==> src/rtl/core/mie_pkg.sv <==
// Shared types and constants for the modular inverse block.
// Depends on nothing. Used by mie_divider and modular_inverse_euclid.
`timescale 1ns / 1ps

package mie_pkg;

  // Field widths of the item payloads
  localparam int unsigned ModWidth = 63;
  localparam int unsigned ExpWidth = 32;

  // Dividend width of the shared divider: it covers the exponent and the modulus
  localparam int unsigned DivWidth = (ModWidth > ExpWidth) ? ModWidth : ExpWidth;

  // Bit-step counter width (it must be able to hold DivWidth itself)
  localparam int unsigned CntWidth = $clog2(DivWidth + 1);

  // Input item
  typedef struct packed {
    logic [ExpWidth-1:0] exponent;
    logic [ModWidth-1:0] modulus;
  } mie_in_t;

  // Result item
  typedef struct packed {
    logic [ModWidth-1:0] inverse;
    logic                no_inverse;
  } mie_out_t;

  // Status of the shared divider
  typedef struct packed {
    logic busy;
    logic done;
  } div_stat_t;

endpackage

==> src/rtl/core/mie_divider.sv <==
// Shared restoring divider that produces one quotient bit per cycle. It also
// accumulates quotient * mult in Horner form. Depends on mie_pkg.
`timescale 1ns / 1ps

module mie_divider import mie_pkg::*; (
  input  logic                clk_i,
  input  logic                rst_ni,
  input  logic                start_i,
  input  logic [DivWidth-1:0] dividend_i,
  input  logic [ModWidth-1:0] divisor_i,
  input  logic [ModWidth-1:0] mult_i,
  output div_stat_t           stat_o,
  output logic [ModWidth-1:0] rem_o,
  output logic [ModWidth-1:0] prod_o
);

  logic [CntWidth-1:0] cnt_q, cnt_d;
  logic                done_q, done_d;
  logic [DivWidth-1:0] num_q, num_d;
  logic [ModWidth-1:0] den_q, den_d;
  logic [ModWidth-1:0] mul_q, mul_d;
  logic [ModWidth-1:0] rem_q, rem_d;
  logic [ModWidth-1:0] acc_q, acc_d;

  logic [ModWidth:0]   trial;
  logic [ModWidth:0]   diff;
  logic                ge;
  logic                busy;

  assign busy  = (cnt_q != '0);
  assign trial = {rem_q, num_q[DivWidth-1]};
  assign diff  = trial - {1'b0, den_q};
  assign ge    = (trial >= {1'b0, den_q});

  // Step logic: shift in one dividend bit, subtract when it fits
  always_comb begin
    cnt_d  = cnt_q;
    done_d = 1'b0;
    num_d  = num_q;
    den_d  = den_q;
    mul_d  = mul_q;
    rem_d  = rem_q;
    acc_d  = acc_q;
    if (start_i) begin
      cnt_d = CntWidth'(DivWidth);
      num_d = dividend_i;
      den_d = divisor_i;
      mul_d = mult_i;
      rem_d = '0;
      acc_d = '0;
    end else if (busy) begin
      cnt_d  = cnt_q - 1'b1;
      done_d = (cnt_q == CntWidth'(1));
      num_d  = {num_q[DivWidth-2:0], 1'b0};
      rem_d  = ge ? diff[ModWidth-1:0] : trial[ModWidth-1:0];
      acc_d  = {acc_q[ModWidth-2:0], 1'b0} + (ge ? mul_q : '0);
    end
  end

  // Control registers
  always_ff @(posedge clk_i or negedge rst_ni) begin
    if (!rst_ni) begin
      cnt_q  <= '0;
      done_q <= 1'b0;
    end else begin
      cnt_q  <= cnt_d;
      done_q <= done_d;
    end
  end

  // Datapath registers
  always_ff @(posedge clk_i) begin
    num_q <= num_d;
    den_q <= den_d;
    mul_q <= mul_d;
    rem_q <= rem_d;
    acc_q <= acc_d;
  end

  assign stat_o.busy = busy;
  assign stat_o.done = done_q;
  assign rem_o       = rem_q;
  assign prod_o      = acc_q;

endmodule

==> src/rtl/core/modular_inverse_euclid.sv <==
// For a modulus below 2 the sequencer goes straight to the finish state;
// otherwise it runs one division for the exponent reduction plus one per
// Euclid round on the shared bit-serial divider, then loads the result. The
// reduced exponent stays below 2**ExpWidth, so there are at most about 46 rounds.
// One item at a time: input stall is high from acceptance until the result enters
// the output register. Reset clears the sequencer and output valid; there is no
// memory and no clearing pass.
`timescale 1ns / 1ps

module modular_inverse_euclid import mie_pkg::*; (
  input  logic     clk_i,
  input  logic     rst_ni,
  input  logic     in_valid_i,
  output logic     in_stall_o,
  input  mie_in_t  in_data_i,
  output logic     out_valid_o,
  input  logic     out_stall_i,
  output mie_out_t out_data_o
);

  localparam logic [1:0] StIdle   = 2'd0;
  localparam logic [1:0] StReduce = 2'd1;
  localparam logic [1:0] StLoop   = 2'd2;
  localparam logic [1:0] StFinish = 2'd3;

  logic [1:0]          state_q, state_d;
  logic [ModWidth-1:0] m_q, m_d;
  logic [ModWidth-1:0] rc_q, rc_d;
  logic [ModWidth-1:0] up_q, up_d;
  logic [ModWidth-1:0] uc_q, uc_d;
  logic                pos_q, pos_d;
  logic                none_q, none_d;
  logic                out_valid_q, out_valid_d;
  mie_out_t            out_q, out_d;

  logic                in_acc;
  logic                out_free;
  logic                div_start;
  logic [DivWidth-1:0] div_dividend;
  logic [ModWidth-1:0] div_divisor;
  logic [ModWidth-1:0] div_mult;
  div_stat_t           div_stat;
  logic [ModWidth-1:0] div_rem;
  logic [ModWidth-1:0] div_prod;
  logic [ModWidth-1:0] u_next;
  logic [ModWidth-1:0] mag;
  logic [ModWidth-1:0] inv_fix;

  assign in_stall_o = (state_q != StIdle);
  assign in_acc     = in_valid_i && !in_stall_o;
  assign out_free   = !out_valid_q || !out_stall_i;
  assign u_next     = up_q + div_prod;

  // Final fixup: reduce the magnitude and apply the coefficient sign
  assign mag     = (uc_q == m_q) ? '0 : uc_q;
  assign inv_fix = (pos_q || (mag == '0)) ? mag : (m_q - mag);

  // Shared divider
  mie_divider u_div (
    .clk_i      (clk_i),
    .rst_ni     (rst_ni),
    .start_i    (div_start),
    .dividend_i (div_dividend),
    .divisor_i  (div_divisor),
    .mult_i     (div_mult),
    .stat_o     (div_stat),
    .rem_o      (div_rem),
    .prod_o     (div_prod)
  );

  // Sequencer
  always_comb begin
    state_d      = state_q;
    m_d          = m_q;
    rc_d         = rc_q;
    up_d         = up_q;
    uc_d         = uc_q;
    pos_d        = pos_q;
    none_d       = none_q;
    out_valid_d  = out_valid_q && out_stall_i;
    out_d        = out_q;
    div_start    = 1'b0;
    div_dividend = DivWidth'(m_q);
    div_divisor  = div_rem;
    div_mult     = u_next;
    unique case (state_q)
      StIdle: begin
        if (in_acc) begin
          m_d    = in_data_i.modulus;
          none_d = 1'b0;
          if (in_data_i.modulus < ModWidth'(2)) begin
            none_d  = 1'b1;
            state_d = StFinish;
          end else begin
            div_start    = 1'b1;
            div_dividend = DivWidth'(in_data_i.exponent);
            div_divisor  = in_data_i.modulus;
            div_mult     = '0;
            state_d      = StReduce;
          end
        end
      end
      StReduce: begin
        if (div_stat.done) begin
          rc_d  = div_rem;
          up_d  = '0;
          uc_d  = ModWidth'(1);
          pos_d = 1'b1;
          if (div_rem == '0) begin
            none_d  = 1'b1;
            state_d = StFinish;
          end else if (div_rem == ModWidth'(1)) begin
            state_d = StFinish;
          end else begin
            // first round: m / r
            div_start    = 1'b1;
            div_dividend = DivWidth'(m_q);
            div_divisor  = div_rem;
            div_mult     = ModWidth'(1);
            state_d      = StLoop;
          end
        end
      end
      StLoop: begin
        if (div_stat.done) begin
          rc_d  = div_rem;
          up_d  = uc_q;
          uc_d  = u_next;
          pos_d = !pos_q;
          if (div_rem == '0) begin
            none_d  = 1'b1;
            state_d = StFinish;
          end else if (div_rem == ModWidth'(1)) begin
            state_d = StFinish;
          end else begin
            // next round: previous remainder / new remainder
            div_start    = 1'b1;
            div_dividend = DivWidth'(rc_q);
            div_divisor  = div_rem;
            div_mult     = u_next;
          end
        end
      end
      StFinish: begin
        if (out_free) begin
          out_valid_d      = 1'b1;
          out_d.no_inverse = none_q;
          out_d.inverse    = none_q ? '0 : inv_fix;
          state_d          = StIdle;
        end
      end
      default: state_d = StIdle;
    endcase
  end

  // Control registers
  always_ff @(posedge clk_i or negedge rst_ni) begin
    if (!rst_ni) begin
      state_q     <= StIdle;
      out_valid_q <= 1'b0;
    end else begin
      state_q     <= state_d;
      out_valid_q <= out_valid_d;
    end
  end

  // Datapath registers
  always_ff @(posedge clk_i) begin
    m_q    <= m_d;
    rc_q   <= rc_d;
    up_q   <= up_d;
    uc_q   <= uc_d;
    pos_q  <= pos_d;
    none_q <= none_d;
    out_q  <= out_d;
  end

  assign out_valid_o = out_valid_q;
  assign out_data_o  = out_q;

  // A result without an inverse always carries zero
  assert property (@(posedge clk_i) disable iff (!rst_ni)
    out_valid_o && out_data_o.no_inverse |-> out_data_o.inverse == '0)
    else $error("no_inverse result with nonzero inverse");

  // The divider finishes only while the sequencer waits for it
  assert property (@(posedge clk_i) disable iff (!rst_ni)
    div_stat.done |-> (state_q == StReduce || state_q == StLoop))
    else $error("divider done outside a division state");

  // A division is never started on a busy divider
  assert property (@(posedge clk_i) disable iff (!rst_ni)
    div_start |-> !div_stat.busy)
    else $error("divider started while busy");

  // Leaving the finish state always presents a result
  assert property (@(posedge clk_i) disable iff (!rst_ni)
    state_q == StFinish && out_free |=> out_valid_o && state_q == StIdle)
    else $error("finish did not load the result");

  // A found inverse is below the modulus
  assert property (@(posedge clk_i) disable iff (!rst_ni)
    state_q == StFinish && !none_q |-> inv_fix < m_q)
    else $error("inverse not reduced");

endmodule

==> config.mk <==
export PLATFORM = sky130hd
export DESIGN_NAME = modular_inverse_euclid
export DESIGN_NICKNAME = d
export VERILOG_FILES = /design/src/rtl/core/mie_pkg.sv /design/src/rtl/core/mie_divider.sv /design/src/rtl/core/modular_inverse_euclid.sv
export SDC_FILE = /design/constraint.sdc
export NUM_CORES = 2
export LEC_CHECK = 0
export ABC_AREA = 1
export BUFFER_PORTS_ARGS = -buffer_cell sky130_fd_sc_hd__buf_2
export CAP_MARGIN = 20
export CORE_ASPECT_RATIO = 1.25
export CORE_MARGIN = 1.5
export CORE_UTILIZATION = 40
export DETAILED_ROUTE_END_ITERATION = 6
export PLACE_DENSITY_LB_ADDON = 0.1
export SYNTH_ARGS = -nofsm -noshare
export SYNTH_HDL_FRONTEND = slang
export SYNTH_SLANG_ARGS = --single-unit
==> constraint.sdc <==
create_clock -name clk_i -period 10.4 [get_ports clk_i]
set_clock_uncertainty 0.2 [all_clocks]
set_input_delay 1.04 -clock clk_i [delete_from_list [all_inputs] [get_ports clk_i]]
set_output_delay 1.04 -clock clk_i [all_outputs]
set_load 0.005 [all_outputs]
Word level (Yosys, flattened, before mapping)
Index checks and enable logic that the tools add are counted.

Register bits: 643. Latch bits: 0. Bits in writable memories: 0. Bits in read-only memories: 0. Bits of input ports: 99. Output and inout port bits: 66. Logic and storage cells: 117. Memories kept: 0.

Add/subtract/negate cells: 5. Multipliers: 0. Divide/modulo/power cells: 0. $lt $le $gt $ge: 2. Equality and inequality tests: 13. Shift operators: 0. Muxes and demuxes: 57. Bitwise logic cells: 0. Reductions and logical operators: 23.

Operator list (count): $mux 63 (23); $pmux 63 s2 (4); $add 63x63->63 (2); $logic_not 63->1 (2); $sub 63x63->63 (2); $ge 64x63->1 (1); $eq 63x1->1 const B (1); $eq 63x63->1 (1); $lt 63x2->1 const B (1); $mux 1 (17); $mux 2 (7); $mux 6 (2); $ne 2x1->1 const B (4); $pmux 2 s4 (1); $reduce_bool 2->1 (4); $eq 6x1->1 const B (1); $pmux 1 s2 (3); $reduce_and 2->1 (3); $reduce_bool 6->1 (1); $sub 6x1->6 const B (1); $reduce_and 5->1 (1); $eq 2x2->1 const B (2); $logic_not 1->1 (4); $ne 2x2->1 const B (2); other kinds (8) (10).

Logic depth before layout (Yosys ltp)
Depth after elaboration: 6. Depth in mapped cells: 33. Depth with buffers taken out: 32.

Cells and area by module
Synthesis repeated with hierarchy kept, for this count alone.

Cells, all modules: 6621. Area total of the unflattened synthesis: 46677.3 um^2.

By module, submodules not included: modular_inverse_euclid (times used 1, cells each 3521, area each 25002.7 um^2, sequential area each 9624.2 um^2); mie_divider (times used 1, cells each 3100, area each 21674.5 um^2, sequential area each 8373.0 um^2).

Worst setup path before layout
Ideal clock, no wire load.

Path kind: register to register. Start: register state_q[0]. End: register pos_q (enable). Setup time: 656 ps. Arrival time: 7450 ps. Required time: 9544 ps. Slack: 2095 ps. Stages on the path, launching flop included: 7. Buffers on the path: 2. Clock period less this slack: 8305 ps. Cell sequence: dfrtp_1 inv_1 ha_1 clkbuf_1 clkinv_1 clkbuf_1 a21oi_1.

Cells in the longest elaborated chain, start to end: 3. Elaborated cells between the ends (all ways): 6. Classes of those cells: 4 x eq/ne; 2 x reduce/logical.

Ends and longest elaborated chain: start: declaration (RTL line modular_inverse_euclid.sv:26) `logic [1:0] state_q, state_d;`; start signal: assignment (RTL line modular_inverse_euclid.sv:159) `state_q <= StIdle;`; start signal: assignment (RTL line modular_inverse_euclid.sv:162) `state_q <= state_d;`; $eq 2x1->1 or $eq 2x2->1 (tied branches) (RTL line modular_inverse_euclid.sv:86) `unique case (state_q)`; $ne 2x1->1 (no line) or $reduce_bool 2->1 (tied branches); $reduce_and 3->1 (no line) (*); end signal: assignment (RTL line modular_inverse_euclid.sv:173) `pos_q <= pos_d;`; end: declaration (RTL line modular_inverse_euclid.sv:31) `logic pos_q, pos_d;`.

Every way passes the cells marked *; elsewhere a longest branch is shown, timed or not. A chain may end at the register's enable or synchronous reset.

Worst setup path in the final report
Start: register u_div.rem_q[0], in the netlist u_div.rem_o[0]. End: register u_div.acc_q[43], in the netlist u_div.prod_o[43].

Cells in the longest elaborated chain, start to end: 5. Elaborated cells between the ends (all ways): 9. Classes of those cells: 1 x add/sub; 1 x order compare; 1 x eq/ne; 5 x mux; 1 x reduce/logical.

Ends and longest elaborated chain: start: declaration (RTL line mie_divider.sv:22) `logic [ModWidth-1:0] rem_q, rem_d;`; start signal: assignment (RTL line mie_divider.sv:76) `rem_q <= rem_d;`; parallel branches: the longest is 5 deep, another holds $ge 64x63->1; end signal: assignment (RTL line mie_divider.sv:77) `acc_q <= acc_d;`; end: declaration (RTL line mie_divider.sv:23) `logic [ModWidth-1:0] acc_q, acc_d;`.

Several ways; the timed one is not identified.

==> run metrics <==
outcome finished with violations; failing checks design-rule violations; layout cells sized above 1 6.25%; Longest Clk Path Bufs 3; Psw 8.73 mW; Clock Latency Late Sink 700 ps; CP required 10780 ps; worst path bufs/invs 5; row count 137; buffers added on ports 164; WP depth 25; Critical Path Start Type register; crit-path max cell delay 830 ps; starting density of the core 40.4%; die height 378 um; synth top area cells edfxtp_1, nand2_1, nor2_1, ha_1, inv_1; DRC errors left 1; worst path arrival time 7620 ps; TritonCTS buffer count 77; fin worst setup slack 3160 ps; Seq pwr share 26.0%; Tot GR Track Use 33.0%; end of the critical path u_div.prod_o[43]$_SDFFE_PP0P_; switching share of power 50.0%; Hold Slack 55.8 ps; FF-to-FF End u_div.prod_o[43]$_SDFFE_PP0P_; CP Class reg -> reg; slew margin rel. 19.2%; sequential element share of the synthesized area 40.0%; crit path from u_div.rem_o[0]$_SDFFE_PP0P_; crit path max fanout 43; most frequent CP cell inv_1; Routed Antenna Nets 0; biggest area consumer among synthesized cells edfxtp_1; Mean Syn Cell Area 7.36 um^2; #FFs+latches synth 643; fmax 138 MHz; GRT overflow 0; Final period util 69.6%; top-count cell post-synth nand2_1; Post-synth EDFFs 507; number of filler cells placed in the layout 11601; Hold Violations, Final 0; post-DP HPWL 154000 um; full die area 0.115 mm^2; Syn Inst Count 6123; asr flop ratio synth 1.56%; Die W 303 um; max_cap viols 0; Comb power frac 57.2%; first-pass GRT wire length 276000 um; Pint 8.74 mW; Fin Setup TNS 0 ps; Hold-fix buffers, CTS 0; post-synthesis to final-layout area growth 11.3%; Vias/cell 5.50; pre-CTS setup slack 3160 ps; endpoints failing setup 0; CTS resizes 0; Via Count 42685; clock share of power 16.8%; Nets 6594; RSZ-0062 raised after global routing no; CP max-delay cell o21ai_0; # Post-CTS Setup Buffers 0; Hold WC Path Type in -> async; critical path endpoint category register; DR WL/cell 24.6 um; Root Driver clkbuf_16; Worst R2R Setup Slack 3160 ps; Worst Tran Pin Value 1210 ps; Register-to-Register Path Depth 25; vias in the first global route 42168; syn_nets 6480; clk slew on worst S/H paths 60 ps; CTS tree done; unique cell type count in the Yosys netlist 50; max-slew violations 0; Post-Route WL 191000 um; drt first-iter violations 3460; RePlAce Congestion 1.03; leak pwr 22.0 nW; worst vdd ir 0.202 mV; initial antenna violation count 10; CTS Sinks 643; ys flop type edfxtp_1; Crit path max-delay family compound AO/OA/AOI/OAI gates; reg2reg start u_div.rem_o[0]$_SDFFE_PP0P_; Synth top area share 33.8%; Cell Area, Synth 0.0450 mm^2; largest net degree at the start of global routing 94; number of H-tree levels 3; shortest period the worst path allows 7240 ps; Placeable Area 0.112 mm^2; First-pass DRT Iterations 7; Synth warnings 0; PwrDens 349 mW/mm^2; number of top-level pins 165; Synth top cells by count nand2_1, nor2_1, inv_1
## sequential cells by signal (all words and copies together) (netlist names)
register,count
u_div.den_q,63
out_data_o,64
m_q,63
u_div.prod_o,63
u_div.num_q,63
none_q,1
u_div.mul_q,63
out_valid_o,1
u_div.rem_o,63
uc_q,63
rc_q,63
up_q,63
u_div.cnt_q,6
u_div.done_q,1
pos_q,1
state_q,2
## worst min path at each step
stage                                  from                            to  slack [ps]  cells past startpoint
3_3_place_gp   u_div.rem_o[35]$_SDFFE_PP0P_            rc_q[35]$_DFFE_PP_         250                      0
3_5_place_dp       u_div.mul_q[0]$_DFFE_PP_  u_div.prod_o[0]$_SDFFE_PP0P_         250                      2
2_1_floorplan  u_div.rem_o[34]$_SDFFE_PP0P_            rc_q[34]$_DFFE_PP_         240                      0
6_report                             rst_ni    u_div.cnt_q[4]$_DFFE_PN0P_          60                      1
4_1_cts                              rst_ni    u_div.cnt_q[3]$_DFFE_PN0P_          30                      1
5_1_grt                              rst_ni    u_div.cnt_q[4]$_DFFE_PN0P_          60                      1
## per-stage QoR
| step | util [%] | cell area [um^2] | instances | total power [mW] |
|---|---|---|---|---|
| after global placement | 42.5 | 47400 | 7617 | 14.5 |
| after detailed placement | 42.5 | 47400 | 7617 | 14.4 |
| final | 44.9 | 50100 | 7763 | 17.5 |
| after floorplan | - | 45000 | 6123 | 10.9 |
| after CTS | 44.9 | 50100 | 7760 | 17.4 |
| after global routing | 44.9 | 50100 | 7760 | 18.7 |
## metal layers
metal,up-vias,routed length [um],global-route usage [%]
met5,-,62,0
met4,8,11800,18.8
met3,412,8540,3.16
met2,1275,93900,58.0
met1,20344,76900,39.0
li1,20646,-,-
## logic make-up (layout without fill, tap and decap cells)
group,count (synthesis),count (layout),share of synthesized area [%]
simple gates,2620,2620,23.3
compound gates,1371,1371,17.0
fa+ha+maj,258,258,7.23
other cells,0,3,0
flops,643,643,40.0
xor+xnor,186,186,3.62
buf+inv,1045,1223,8.90
## worst reg2reg max path: stages (launching register included)
cell and delay (ps):
dfxtp_1 470, inv_1 140, fa_1 470, o21ai_1 290, a21oi_1 180, o21ai_1 410
nand2_1 90, nand2_1 210, o21ai_0 190, nand2_4 500, inv_2 470, nor2_1 260
ha_1 190, inv_1 60, fa_1 410, inv_1 70, nand3_1 60, nand2_1 170
a21boi_0 170, o21bai_1 330, a21oi_1 280, o21ai_0 830, a21oi_1 280, xnor2_1 210
o21ai_0 150, inv_1 50
## power by group through the flow
| stage | sequential [mW] | combinational (mW) | clock, mW |
|---|---|---|---|
| 2_1_floorplan | 4.29 | 6.63 | 0 |
| 3_3_place_gp | 4.56 | 9.91 | 0 |
| 3_5_place_dp | 4.57 | 9.86 | 0 |
| 4_1_cts | 4.52 | 9.92 | 2.99 |
| 5_1_grt | 4.61 | 11.0 | 3.07 |
| 6_report | 4.53 | 9.99 | 2.94 |
## cells in the final DEF, fill, tap and decap left out, types with 14 or more instances in the layout
| cell | instances |
|---|---|
| nand3_1 | 205 |
| clkbuf_16 | 81 |
| xor2_1 | 82 |
| o21a_1 | 40 |
| a21oi_1 | 459 |
| xnor2_1 | 104 |
| buf_2 | 164 |
| nor4_1 | 34 |
| inv_1 | 830 |
| nand4_1 | 64 |
| a21o_1 | 31 |
| a21boi_0 | 22 |
| o21bai_1 | 35 |
| nor3_1 | 58 |
| buf_4 | 42 |
| a21boi_1 | 45 |
| edfxtp_1 | 507 |
| inv_2 | 41 |
| ha_1 | 253 |
| a31oi_1 | 123 |
| clkbuf_1 | 14 |
| clkinv_2 | 14 |
| nand2_1 | 1281 |
| dfxtp_1 | 126 |
| a22oi_1 | 16 |
| o21ai_0 | 523 |
| nor2_1 | 946 |
| o211ai_1 | 25 |
## final cells by class
| cell class | count | area, um^2 | share of cell area (%) |
|---|---|---|---|
| diodes | 3 | 7.51 | 0.0150 |
| clock buffers | 102 | 2180 | 4.34 |
| clock inverters | 41 | 553 | 1.10 |
| inverters | 874 | 3290 | 6.57 |
| multi-input cells | 4435 | 23100 | 46.1 |
| flip-flops and latches | 643 | 18000 | 35.9 |
| well taps | 1459 | 1830 | 3.64 |
| repair buffers | 206 | 1140 | 2.27 |
(Power assumes the default switching activity.)
